`src/rtl/core/prq_pkg.sv`:
```
// prq_pkg: shared types and constants for the priority ready queue
// field widths, op codes, cell commands and parameter defaults
// no dependencies
package prq_pkg;

    // field widths of the channel items
    localparam int OP_W      = 2;
    localparam int TASK_ID_W = 8;
    localparam int TASK_PR_W = 8;

    // parameter defaults
    localparam int QUEUE_DEPTH_DEF   = 16;
    localparam int ID_BITS_DEF       = 8;
    localparam int PRIORITY_BITS_DEF = 8;

    // op codes
    localparam logic [OP_W-1:0] OP_INSERT = 2'd0;
    localparam logic [OP_W-1:0] OP_PICK   = 2'd1;
    localparam logic [OP_W-1:0] OP_CHANGE = 2'd2;

    // command broadcast to every cell of the row
    typedef enum logic [1:0] {
        CELL_HOLD   = 2'd0,
        CELL_INSERT = 2'd1,
        CELL_REMOVE = 2'd2
    } cell_cmd_t;

endpackage

```
`src/rtl/core/prq_chan_if.sv`:
```
// prq_chan_if: valid/ready channel interfaces of the priority ready queue
// request channel and result channel; depends on prq_pkg
interface prq_req_if;
    logic                                  valid;
    logic                                  ready;
    logic [prq_pkg::OP_W-1:0]              op;
    logic [prq_pkg::TASK_ID_W-1:0]         task_id;
    logic signed [prq_pkg::TASK_PR_W-1:0]  task_priority;

    modport source (output valid, output op, output task_id, output task_priority,
                    input ready);
    modport sink   (input valid, input op, input task_id, input task_priority,
                    output ready);
endinterface

interface prq_rsp_if;
    logic                           valid;
    logic                           ready;
    logic [prq_pkg::TASK_ID_W-1:0]  picked_id;
    logic                           picked_valid;
    logic                           queue_nonempty;
    logic                           insert_dropped;

    modport source (output valid, output picked_id, output picked_valid,
                    output queue_nonempty, output insert_dropped, input ready);
    modport sink   (input valid, input picked_id, input picked_valid,
                    input queue_nonempty, input insert_dropped, output ready);
endinterface

```
`src/rtl/core/priority_ready_queue.sv`:
```
// priority_ready_queue: top level of the sorted ready queue
// row of prq_cell slots plus op control and result register
// depends on prq_pkg, prq_chan_if and prq_cell
//
//  channel | dir | payload                                           | taken when
//  req     | in  | op, task_id, task_priority                        | valid && ready
//  rsp     | out | picked_id, picked_valid, queue_nonempty,          | valid && ready
//          |     | insert_dropped                                    |
//
// insert, pick and unused codes finish in a single pass: every cell compares and shifts at once
// a change of a queued id runs a removal pass, then an insert pass from ST_REINSERT
// a change of an absent id ends after the removal pass, which moves no entry
// reset clears the occupancy flags of all cells and the valid flag of the result register
// a result waiting in the output register blocks new items until it is taken
module priority_ready_queue #(
    parameter int QUEUE_DEPTH   = prq_pkg::QUEUE_DEPTH_DEF,
    parameter int ID_BITS       = prq_pkg::ID_BITS_DEF,
    parameter int PRIORITY_BITS = prq_pkg::PRIORITY_BITS_DEF
) (
    input logic        clk,
    input logic        rst_n,
    prq_req_if.sink    req,
    prq_rsp_if.source  rsp
);

    typedef enum logic [1:0] {
        ST_IDLE     = 2'b01,
        ST_REINSERT = 2'b10
    } state_t;

    state_t state_reg;
    state_t state_next;

    logic                            accept;
    prq_pkg::cell_cmd_t              cell_cmd;
    logic [ID_BITS-1:0]              bus_id;
    logic signed [PRIORITY_BITS-1:0] bus_prio;
    logic [ID_BITS-1:0]              in_id;
    logic signed [PRIORITY_BITS-1:0] in_prio;
    logic                            remove_seed;

    logic [ID_BITS-1:0]              pend_id_reg;
    logic [ID_BITS-1:0]              pend_id_next;
    logic signed [PRIORITY_BITS-1:0] pend_prio_reg;
    logic signed [PRIORITY_BITS-1:0] pend_prio_next;

    logic                            cell_valid [QUEUE_DEPTH];
    logic [ID_BITS-1:0]              cell_id    [QUEUE_DEPTH];
    logic signed [PRIORITY_BITS-1:0] cell_prio  [QUEUE_DEPTH];
    logic                            cell_keep  [QUEUE_DEPTH];
    logic                            hit        [QUEUE_DEPTH+1];

    logic                            load_out;
    logic [prq_pkg::TASK_ID_W-1:0]   res_id;
    logic                            res_picked;
    logic                            res_nonempty;
    logic                            res_dropped;

    logic                            out_valid_reg;
    logic                            out_valid_next;
    logic [prq_pkg::TASK_ID_W-1:0]   out_id_reg;
    logic                            out_picked_reg;
    logic                            out_nonempty_reg;
    logic                            out_dropped_reg;

    // item fields at internal widths
    assign in_id   = ID_BITS'(req.task_id);
    assign in_prio = PRIORITY_BITS'(req.task_priority);

    assign req.ready = (state_reg == ST_IDLE) && (!out_valid_reg || rsp.ready);
    assign accept    = req.valid && req.ready;

    // op control
    always_comb
    begin
        state_next     = state_reg;
        cell_cmd       = prq_pkg::CELL_HOLD;
        bus_id         = in_id;
        bus_prio       = in_prio;
        remove_seed    = 1'b0;
        pend_id_next   = pend_id_reg;
        pend_prio_next = pend_prio_reg;
        load_out       = 1'b0;
        res_id         = '0;
        res_picked     = 1'b0;
        res_nonempty   = cell_valid[0];
        res_dropped    = 1'b0;
        case (state_reg)
            ST_IDLE:
            begin
                if (accept)
                begin
                    case (req.op)
                        prq_pkg::OP_INSERT:
                        begin
                            load_out     = 1'b1;
                            res_nonempty = 1'b1;
                            if (cell_valid[QUEUE_DEPTH-1])
                            begin
                                res_dropped = 1'b1;
                            end
                            else
                            begin
                                cell_cmd = prq_pkg::CELL_INSERT;
                            end
                        end
                        prq_pkg::OP_PICK:
                        begin
                            cell_cmd     = prq_pkg::CELL_REMOVE;
                            remove_seed  = 1'b1;
                            load_out     = 1'b1;
                            res_picked   = cell_valid[0];
                            res_id       = cell_valid[0] ?
                                           prq_pkg::TASK_ID_W'(cell_id[0]) : '0;
                            res_nonempty = (QUEUE_DEPTH > 1) ? cell_valid[1] : 1'b0;
                        end
                        prq_pkg::OP_CHANGE:
                        begin
                            cell_cmd = prq_pkg::CELL_REMOVE;
                            if (hit[QUEUE_DEPTH])
                            begin
                                pend_id_next   = in_id;
                                pend_prio_next = in_prio;
                                state_next     = ST_REINSERT;
                            end
                            else
                            begin
                                load_out = 1'b1;
                            end
                        end
                        default:
                        begin
                            load_out = 1'b1;
                        end
                    endcase
                end
            end
            ST_REINSERT:
            begin
                cell_cmd     = prq_pkg::CELL_INSERT;
                bus_id       = pend_id_reg;
                bus_prio     = pend_prio_reg;
                load_out     = 1'b1;
                res_nonempty = 1'b1;
                state_next   = ST_IDLE;
            end
            default:
            begin
                state_next = ST_IDLE;
            end
        endcase
    end

    // row of cells, head at index zero
    assign hit[0] = remove_seed;

    for (genvar i = 0; i < QUEUE_DEPTH; i++)
    begin : g_cell
        logic                            l_valid;
        logic [ID_BITS-1:0]              l_id;
        logic signed [PRIORITY_BITS-1:0] l_prio;
        logic                            l_keep;
        logic                            r_valid;
        logic [ID_BITS-1:0]              r_id;
        logic signed [PRIORITY_BITS-1:0] r_prio;

        if (i == 0)
        begin : g_head
            assign l_valid = 1'b0;
            assign l_id    = '0;
            assign l_prio  = '0;
            assign l_keep  = 1'b1;
        end
        else
        begin : g_mid
            assign l_valid = cell_valid[i-1];
            assign l_id    = cell_id[i-1];
            assign l_prio  = cell_prio[i-1];
            assign l_keep  = cell_keep[i-1];
        end

        if (i == QUEUE_DEPTH - 1)
        begin : g_tail
            assign r_valid = 1'b0;
            assign r_id    = '0;
            assign r_prio  = '0;
        end
        else
        begin : g_body
            assign r_valid = cell_valid[i+1];
            assign r_id    = cell_id[i+1];
            assign r_prio  = cell_prio[i+1];
        end

        prq_cell #(
            .ID_BITS       (ID_BITS),
            .PRIORITY_BITS (PRIORITY_BITS)
        ) u_cell (
            .clk         (clk),
            .rst_n       (rst_n),
            .cmd         (cell_cmd),
            .new_id      (bus_id),
            .new_prio    (bus_prio),
            .left_valid  (l_valid),
            .left_id     (l_id),
            .left_prio   (l_prio),
            .left_keep   (l_keep),
            .hit_in      (hit[i]),
            .right_valid (r_valid),
            .right_id    (r_id),
            .right_prio  (r_prio),
            .valid       (cell_valid[i]),
            .id          (cell_id[i]),
            .prio        (cell_prio[i]),
            .keep        (cell_keep[i]),
            .hit_out     (hit[i+1])
        );
    end

    // result register handshake
    always_comb
    begin
        if (load_out)
        begin
            out_valid_next = 1'b1;
        end
        else if (rsp.ready)
        begin
            out_valid_next = 1'b0;
        end
        else
        begin
            out_valid_next = out_valid_reg;
        end
    end

    // control state
    always_ff @(posedge clk or negedge rst_n)
    begin
        if (!rst_n)
        begin
            state_reg     <= ST_IDLE;
            out_valid_reg <= 1'b0;
        end
        else
        begin
            state_reg     <= state_next;
            out_valid_reg <= out_valid_next;
        end
    end

    // payload registers
    always_ff @(posedge clk)
    begin
        pend_id_reg   <= pend_id_next;
        pend_prio_reg <= pend_prio_next;
        if (load_out)
        begin
            out_id_reg       <= res_id;
            out_picked_reg   <= res_picked;
            out_nonempty_reg <= res_nonempty;
            out_dropped_reg  <= res_dropped;
        end
    end

    assign rsp.valid          = out_valid_reg;
    assign rsp.picked_id      = out_id_reg;
    assign rsp.picked_valid   = out_picked_reg;
    assign rsp.queue_nonempty = out_nonempty_reg;
    assign rsp.insert_dropped = out_dropped_reg;

endmodule

```
`src/rtl/core/prq_cell.sv`:
```
// prq_cell: one slot of the sorted queue row
// holds one entry and trades it with its neighbors; depends on prq_pkg
module prq_cell #(
    parameter int ID_BITS       = prq_pkg::ID_BITS_DEF,
    parameter int PRIORITY_BITS = prq_pkg::PRIORITY_BITS_DEF
) (
    input  logic                            clk,
    input  logic                            rst_n,
    input  prq_pkg::cell_cmd_t              cmd,
    input  logic [ID_BITS-1:0]              new_id,
    input  logic signed [PRIORITY_BITS-1:0] new_prio,
    // neighbor toward the head
    input  logic                            left_valid,
    input  logic [ID_BITS-1:0]              left_id,
    input  logic signed [PRIORITY_BITS-1:0] left_prio,
    input  logic                            left_keep,
    input  logic                            hit_in,
    // neighbor toward the tail
    input  logic                            right_valid,
    input  logic [ID_BITS-1:0]              right_id,
    input  logic signed [PRIORITY_BITS-1:0] right_prio,
    // own entry and chain outputs
    output logic                            valid,
    output logic [ID_BITS-1:0]              id,
    output logic signed [PRIORITY_BITS-1:0] prio,
    output logic                            keep,
    output logic                            hit_out
);

    logic                            valid_reg;
    logic                            valid_next;
    logic [ID_BITS-1:0]              id_reg;
    logic [ID_BITS-1:0]              id_next;
    logic signed [PRIORITY_BITS-1:0] prio_reg;
    logic signed [PRIORITY_BITS-1:0] prio_next;

    // entry stays ahead of a new one of the same or lower priority
    assign keep    = valid_reg && (prio_reg >= new_prio);
    // removal point is at or before this cell
    assign hit_out = hit_in || (valid_reg && (id_reg == new_id));

    // next entry of the cell
    always_comb
    begin
        valid_next = valid_reg;
        id_next    = id_reg;
        prio_next  = prio_reg;
        case (cmd)
            prq_pkg::CELL_INSERT:
            begin
                if (!keep)
                begin
                    if (left_keep)
                    begin
                        valid_next = 1'b1;
                        id_next    = new_id;
                        prio_next  = new_prio;
                    end
                    else
                    begin
                        valid_next = left_valid;
                        id_next    = left_id;
                        prio_next  = left_prio;
                    end
                end
            end
            prq_pkg::CELL_REMOVE:
            begin
                if (hit_out)
                begin
                    valid_next = right_valid;
                    id_next    = right_id;
                    prio_next  = right_prio;
                end
            end
            default:
            begin
                valid_next = valid_reg;
            end
        endcase
    end

    // occupancy flag
    always_ff @(posedge clk or negedge rst_n)
    begin
        if (!rst_n)
        begin
            valid_reg <= 1'b0;
        end
        else
        begin
            valid_reg <= valid_next;
        end
    end

    // entry payload
    always_ff @(posedge clk)
    begin
        id_reg   <= id_next;
        prio_reg <= prio_next;
    end

    assign valid = valid_reg;
    assign id    = id_reg;
    assign prio  = prio_reg;

endmodule
```
`src/flat_wrapper.sv`:
```
// flat-port wrapper written by rule: the top's interface ports become plain ports
module priority_ready_queue_flat 
#(
    parameter int QUEUE_DEPTH   = prq_pkg::QUEUE_DEPTH_DEF,
    parameter int ID_BITS       = prq_pkg::ID_BITS_DEF,
    parameter int PRIORITY_BITS = prq_pkg::PRIORITY_BITS_DEF
)
  (clk, rst_n, req_valid, req_op, req_task_id, req_task_priority, req_ready, rsp_valid, rsp_picked_id, rsp_picked_valid, rsp_queue_nonempty, rsp_insert_dropped, rsp_ready);
  prq_req_if req_i ();
  prq_rsp_if rsp_i ();
  input logic clk;
  input logic rst_n;
  input wire logic [$bits(req_i.valid)-1:0] req_valid;
  input wire logic [$bits(req_i.op)-1:0] req_op;
  input wire logic [$bits(req_i.task_id)-1:0] req_task_id;
  input wire logic [$bits(req_i.task_priority)-1:0] req_task_priority;
  output wire logic [$bits(req_i.ready)-1:0] req_ready;
  output wire logic [$bits(rsp_i.valid)-1:0] rsp_valid;
  output wire logic [$bits(rsp_i.picked_id)-1:0] rsp_picked_id;
  output wire logic [$bits(rsp_i.picked_valid)-1:0] rsp_picked_valid;
  output wire logic [$bits(rsp_i.queue_nonempty)-1:0] rsp_queue_nonempty;
  output wire logic [$bits(rsp_i.insert_dropped)-1:0] rsp_insert_dropped;
  input wire logic [$bits(rsp_i.ready)-1:0] rsp_ready;
  assign req_i.valid = req_valid;
  assign req_i.op = req_op;
  assign req_i.task_id = req_task_id;
  assign req_i.task_priority = req_task_priority;
  assign req_ready = req_i.ready;
  assign rsp_valid = rsp_i.valid;
  assign rsp_picked_id = rsp_i.picked_id;
  assign rsp_picked_valid = rsp_i.picked_valid;
  assign rsp_queue_nonempty = rsp_i.queue_nonempty;
  assign rsp_insert_dropped = rsp_i.insert_dropped;
  assign rsp_i.ready = rsp_ready;
  priority_ready_queue #(.QUEUE_DEPTH(QUEUE_DEPTH), .ID_BITS(ID_BITS), .PRIORITY_BITS(PRIORITY_BITS)) u_core (.clk(clk), .rst_n(rst_n), .req(req_i), .rsp(rsp_i));
endmodule
```
`config.mk`:
```
export PLATFORM = sky130hd
export DESIGN_NAME = priority_ready_queue_flat
export DESIGN_NICKNAME = d
export VERILOG_FILES = /design/src/rtl/core/prq_pkg.sv /design/src/rtl/core/prq_chan_if.sv /design/src/rtl/core/priority_ready_queue.sv /design/src/rtl/core/prq_cell.sv /design/src/flat_wrapper.sv
export SDC_FILE = /design/constraint.sdc
export NUM_CORES = 1
export LEC_CHECK = 0
export BUFFER_PORTS_ARGS = -buffer_cell sky130_fd_sc_hd__buf_4
export CAP_MARGIN = 5
export CORE_ASPECT_RATIO = 1.1
export CORE_MARGIN = 2
export CORE_UTILIZATION = 65
export CTS_BUF_LIST = sky130_fd_sc_hd__clkbuf_16
export DETAILED_ROUTE_END_ITERATION = 12
export HOLD_SLACK_MARGIN = 0.1
export PLACE_DENSITY = 0.84
export SLEW_MARGIN = 20
export SYNTH_ARGS = -nofsm -noshare
export SYNTH_HDL_FRONTEND = slang
export SYNTH_SLANG_ARGS = --single-unit
```
`constraint.sdc`:
```
create_clock -name clk -period 16.77 [get_ports clk]
set_clock_uncertainty 0.05 [all_clocks]
set_input_delay 0.8385 -clock clk [delete_from_list [all_inputs] [get_ports clk]]
set_output_delay 0.8385 -clock clk [all_outputs]
set_load 0.02 [all_outputs]
```
==> run_results.csv <==
group,metric,value,unit
worst_setup_path,cp_cell_sequence,"inv_1, ha_2, mux2_2, inv_1, ha_1, a21o_1, a21oi_1, nor2b_1, o21ai_0, a211o_1, nor2_1, nor3_2, buf_4",
worst_setup_path,path_buf_inv,3,
worst_setup_path,slowest_stage,"a211o_1",
sta,timing.final.setup_violations,0,
cts,hold_buffers,0,
detailed_routing,ant_nets,0,
synth,syn_area,19700,sq um
global_routing,antenna_found_initial,0,
cts,cts_sinks,302,
cts,h-tree-depth,1,
cts,cts_root_buf,"clkbuf_16",
global_routing,met3_usage,4.84,%
sta,hold-worst-slack,0.125,ns
worst_setup_path,critical_path_peak_fanout,17,
sta,fin_crit_sh,30.8,%
worst_setup_path,max_stage_delay,0.76,ns
worst_setup_path,path_common_cell,"inv_1",
global_routing,grt.busiest_layer,"met2",
sta,rsz0062_at_grt,"false",
synth,yosysSeqAreaShare,45.5,%
status,outcome,"completed",
sta,drv_slew,0,
global_routing,grt_use_met1,43.6,%
worst_setup_path,cp-start-kind,"flop",
placed_design,globalplace.congestion,0.929,
finish,layout-drive-gt1-share,10.1,%
sta,hold_viol,0,
synth,ys_types,67,
synth,synth_most_common_cell,"o21ai_0",
detailed_routing,vias,15200,
synth,yosys-top-cells-count,"o21ai_0 (300), nand2_1 (288), edfxtp_1 (283)",
cts,cts.clk_slew.worst_paths,0.07,ns
worst_setup_path,crit_family,"compound AO/OA/AOI/OAI gates",
global_routing,grt_pass1_wl,81.0,mm
worst_setup_path,endpoint_kind,"flop",
worst_setup_path,critPathRequiredTime,17.00,ns
synth,synth_edf_count,283,
placed_design,place_area,20300,sq um
cts,cts_tree,"yes",
global_routing,grt-ovfl-total,0,
finish,n_antenna_cell,0,
sta,period_needed,5.17,ns
synth,synth.area.top_cells,"edfxtp_1 (43%), mux2i_1 (9.6%), ha_1 (8.6%)",
synth,syn_nets,2057,
power_and_ir_drop,peakVddDrop,0.0902,mV
global_routing,grtUsageTotal,32.4,%
die,die_y,187,microns
synth,synth_cells,1900,
sta,timing.fmax,194,MHz
synth,synth_warnings,0,
finish,stdcell_area,21300,sq um
detailed_routing,first_iter_violations,2118,
cts,postCtsSetupRepairBufs,0,
synth,syn_area_per_cell,10.4,sq um
die,core_area,29700,sq um
placed_design,hpwl,35.7,mm
cts,cts_buffer_depth,3,
global_routing,grt_max_degree,247,
power_and_ir_drop,p_leak,0.00812,uW
finish,final.fill_count,2038,
hold_path,min_path_type,"input pin to async pin",
job,max-cap-violations,0,
die,chipWidth,170,microns
detailed_routing,vias_per_cell,6.67,
finish,area_delta_synth_final,7.77,%
detailed_routing,drt_first_pass_iters,6,
die,rows,66,
finish,nNetsFinal,2032,
sta,fin_setup_tns,0,ns
power_and_ir_drop,powerDensity,169,nW/um^2
die,dieArea,31800,sq um
synth,synthArstFlopShare,6.29,%
detailed_routing,wl,51.9,mm
synth,synth_ff_type,"edfxtp_1",
global_routing,grt.met2_usage,51.9,%
synth,ys_ff_latch,302,
cts,cts_buffers,31,
global_routing,grt_pass1_vias,15100,
synth,yosysTopAreaCellShare,43.0,%
detailed_routing,drcViolationCount,0,
die,start_util,66.4,%
synth,synth_area_leader_cell,"edfxtp_1",
worst_setup_path,path_class,"flop to flop",
worst_setup_path,worstPathArrival,5.40,ns
sta,tightest_slew,1.06,ns
cts,clock_latency,0.57,ns
placed_design,port_buffers,34,
cts,cts.repair.resized,0,
die,ios,35,
detailed_routing,avgRoutedWirePerCell,22.9,microns
sta,slew_headroom,27.9,%
-- power by group --
part           switching (uW)  internal (uW)
combinational             909            598
sequential                216           1210
clock                     292            378
-- area by class of cell --
type | instances | area [sq um] | share of cell area [%]
Multi-Input combinational cell | 1431 | 10200 | 47.9
Sequential cell | 302 | 8970 | 42.2
Clock buffer | 31 | 776 | 3.65
Timing Repair Buffer | 65 | 508 | 2.39
Tap cell | 374 | 468 | 2.20
Clock inverter | 26 | 189 | 0.888
Inverter | 44 | 165 | 0.776
-- metrics by stage --
| step | power [uW] | worst slack (ns) | std cells | util [%] |
|---|---|---|---|---|
| after CTS | 3560 | 11.67 | 2272 | 71.5 |
| final | 3600 | 11.60 | 2273 | 71.6 |
| after detailed placement | 2880 | 11.52 | 2215 | 68.3 |
| after floorplan | 2430 | 10.91 | 1900 | - |
| after global routing | 3780 | 11.34 | 2273 | 71.6 |
| after global placement | 2810 | 11.59 | 2215 | 68.3 |
-- logic make-up after synthesis --
family | after synthesis | synth area share (%)
simple gates | 492 | 11.3
compound gates | 435 | 12.6
flops | 302 | 45.5
mux | 241 | 12.9
buf+inv | 167 | 3.49
fa+ha+maj | 135 | 8.55
xor+xnor | 128 | 5.68
-- routing by layer --
metal / up-vias / wire length, microns
met5: - / 0
met4: 0 / 2300
met3: 179 / 4840
li1: 6851 / -
met1: 7251 / 20600
met2: 890 / 24200
-- path summary, 6_finish.rpt --
kind | start | endpoint | slack, ns | cells after the start
min in group clk | req_task_priority[2] | u_core.pend_prio_reg[2] | 0.40 | 1
max in group asynchronous | rst_n | u_core.state_reg[0] | 16.24 | 1
setup / recovery | u_core.state_reg[0] | u_core.g_cell[12].u_cell.prio[0] | 11.60 | 13
hold / removal | rst_n | u_core.g_cell[4].u_cell.valid | 0.12 | 1
setup reg to reg | u_core.state_reg[0] | u_core.g_cell[12].u_cell.prio[0] | 11.60 | 13
hold reg to reg | u_core.state_reg[1] | u_core.state_reg[1] | 0.48 | 1
-- layout by cell type, fill, tap and decap left out, types with 5 or more instances in the layout --
cell type    n
a21oi_1     42
edfxtp_1   283
a211oi_1     5
nor2_1      52
nor4_1      14
or4b_2       5
a21o_1      27
nor3_1      31
buf_4       63
clkinv_1     6
o21a_1       7
or2_2        5
nand2_1    288
xnor2_1    128
nor2b_1     12
o21ai_0    300
nand4_1     13
mux2i_4      7
clkbuf_16   31
mux2_1       8
ha_1       133
and2_1      18
and3_1       6
nand2b_1    24
inv_1       55
mux2i_1    188
dfrtp_1     18
mux2_2      36
o221ai_1     5
nand3_1     14
Note: power is estimated with default switching activity, not from simulation.
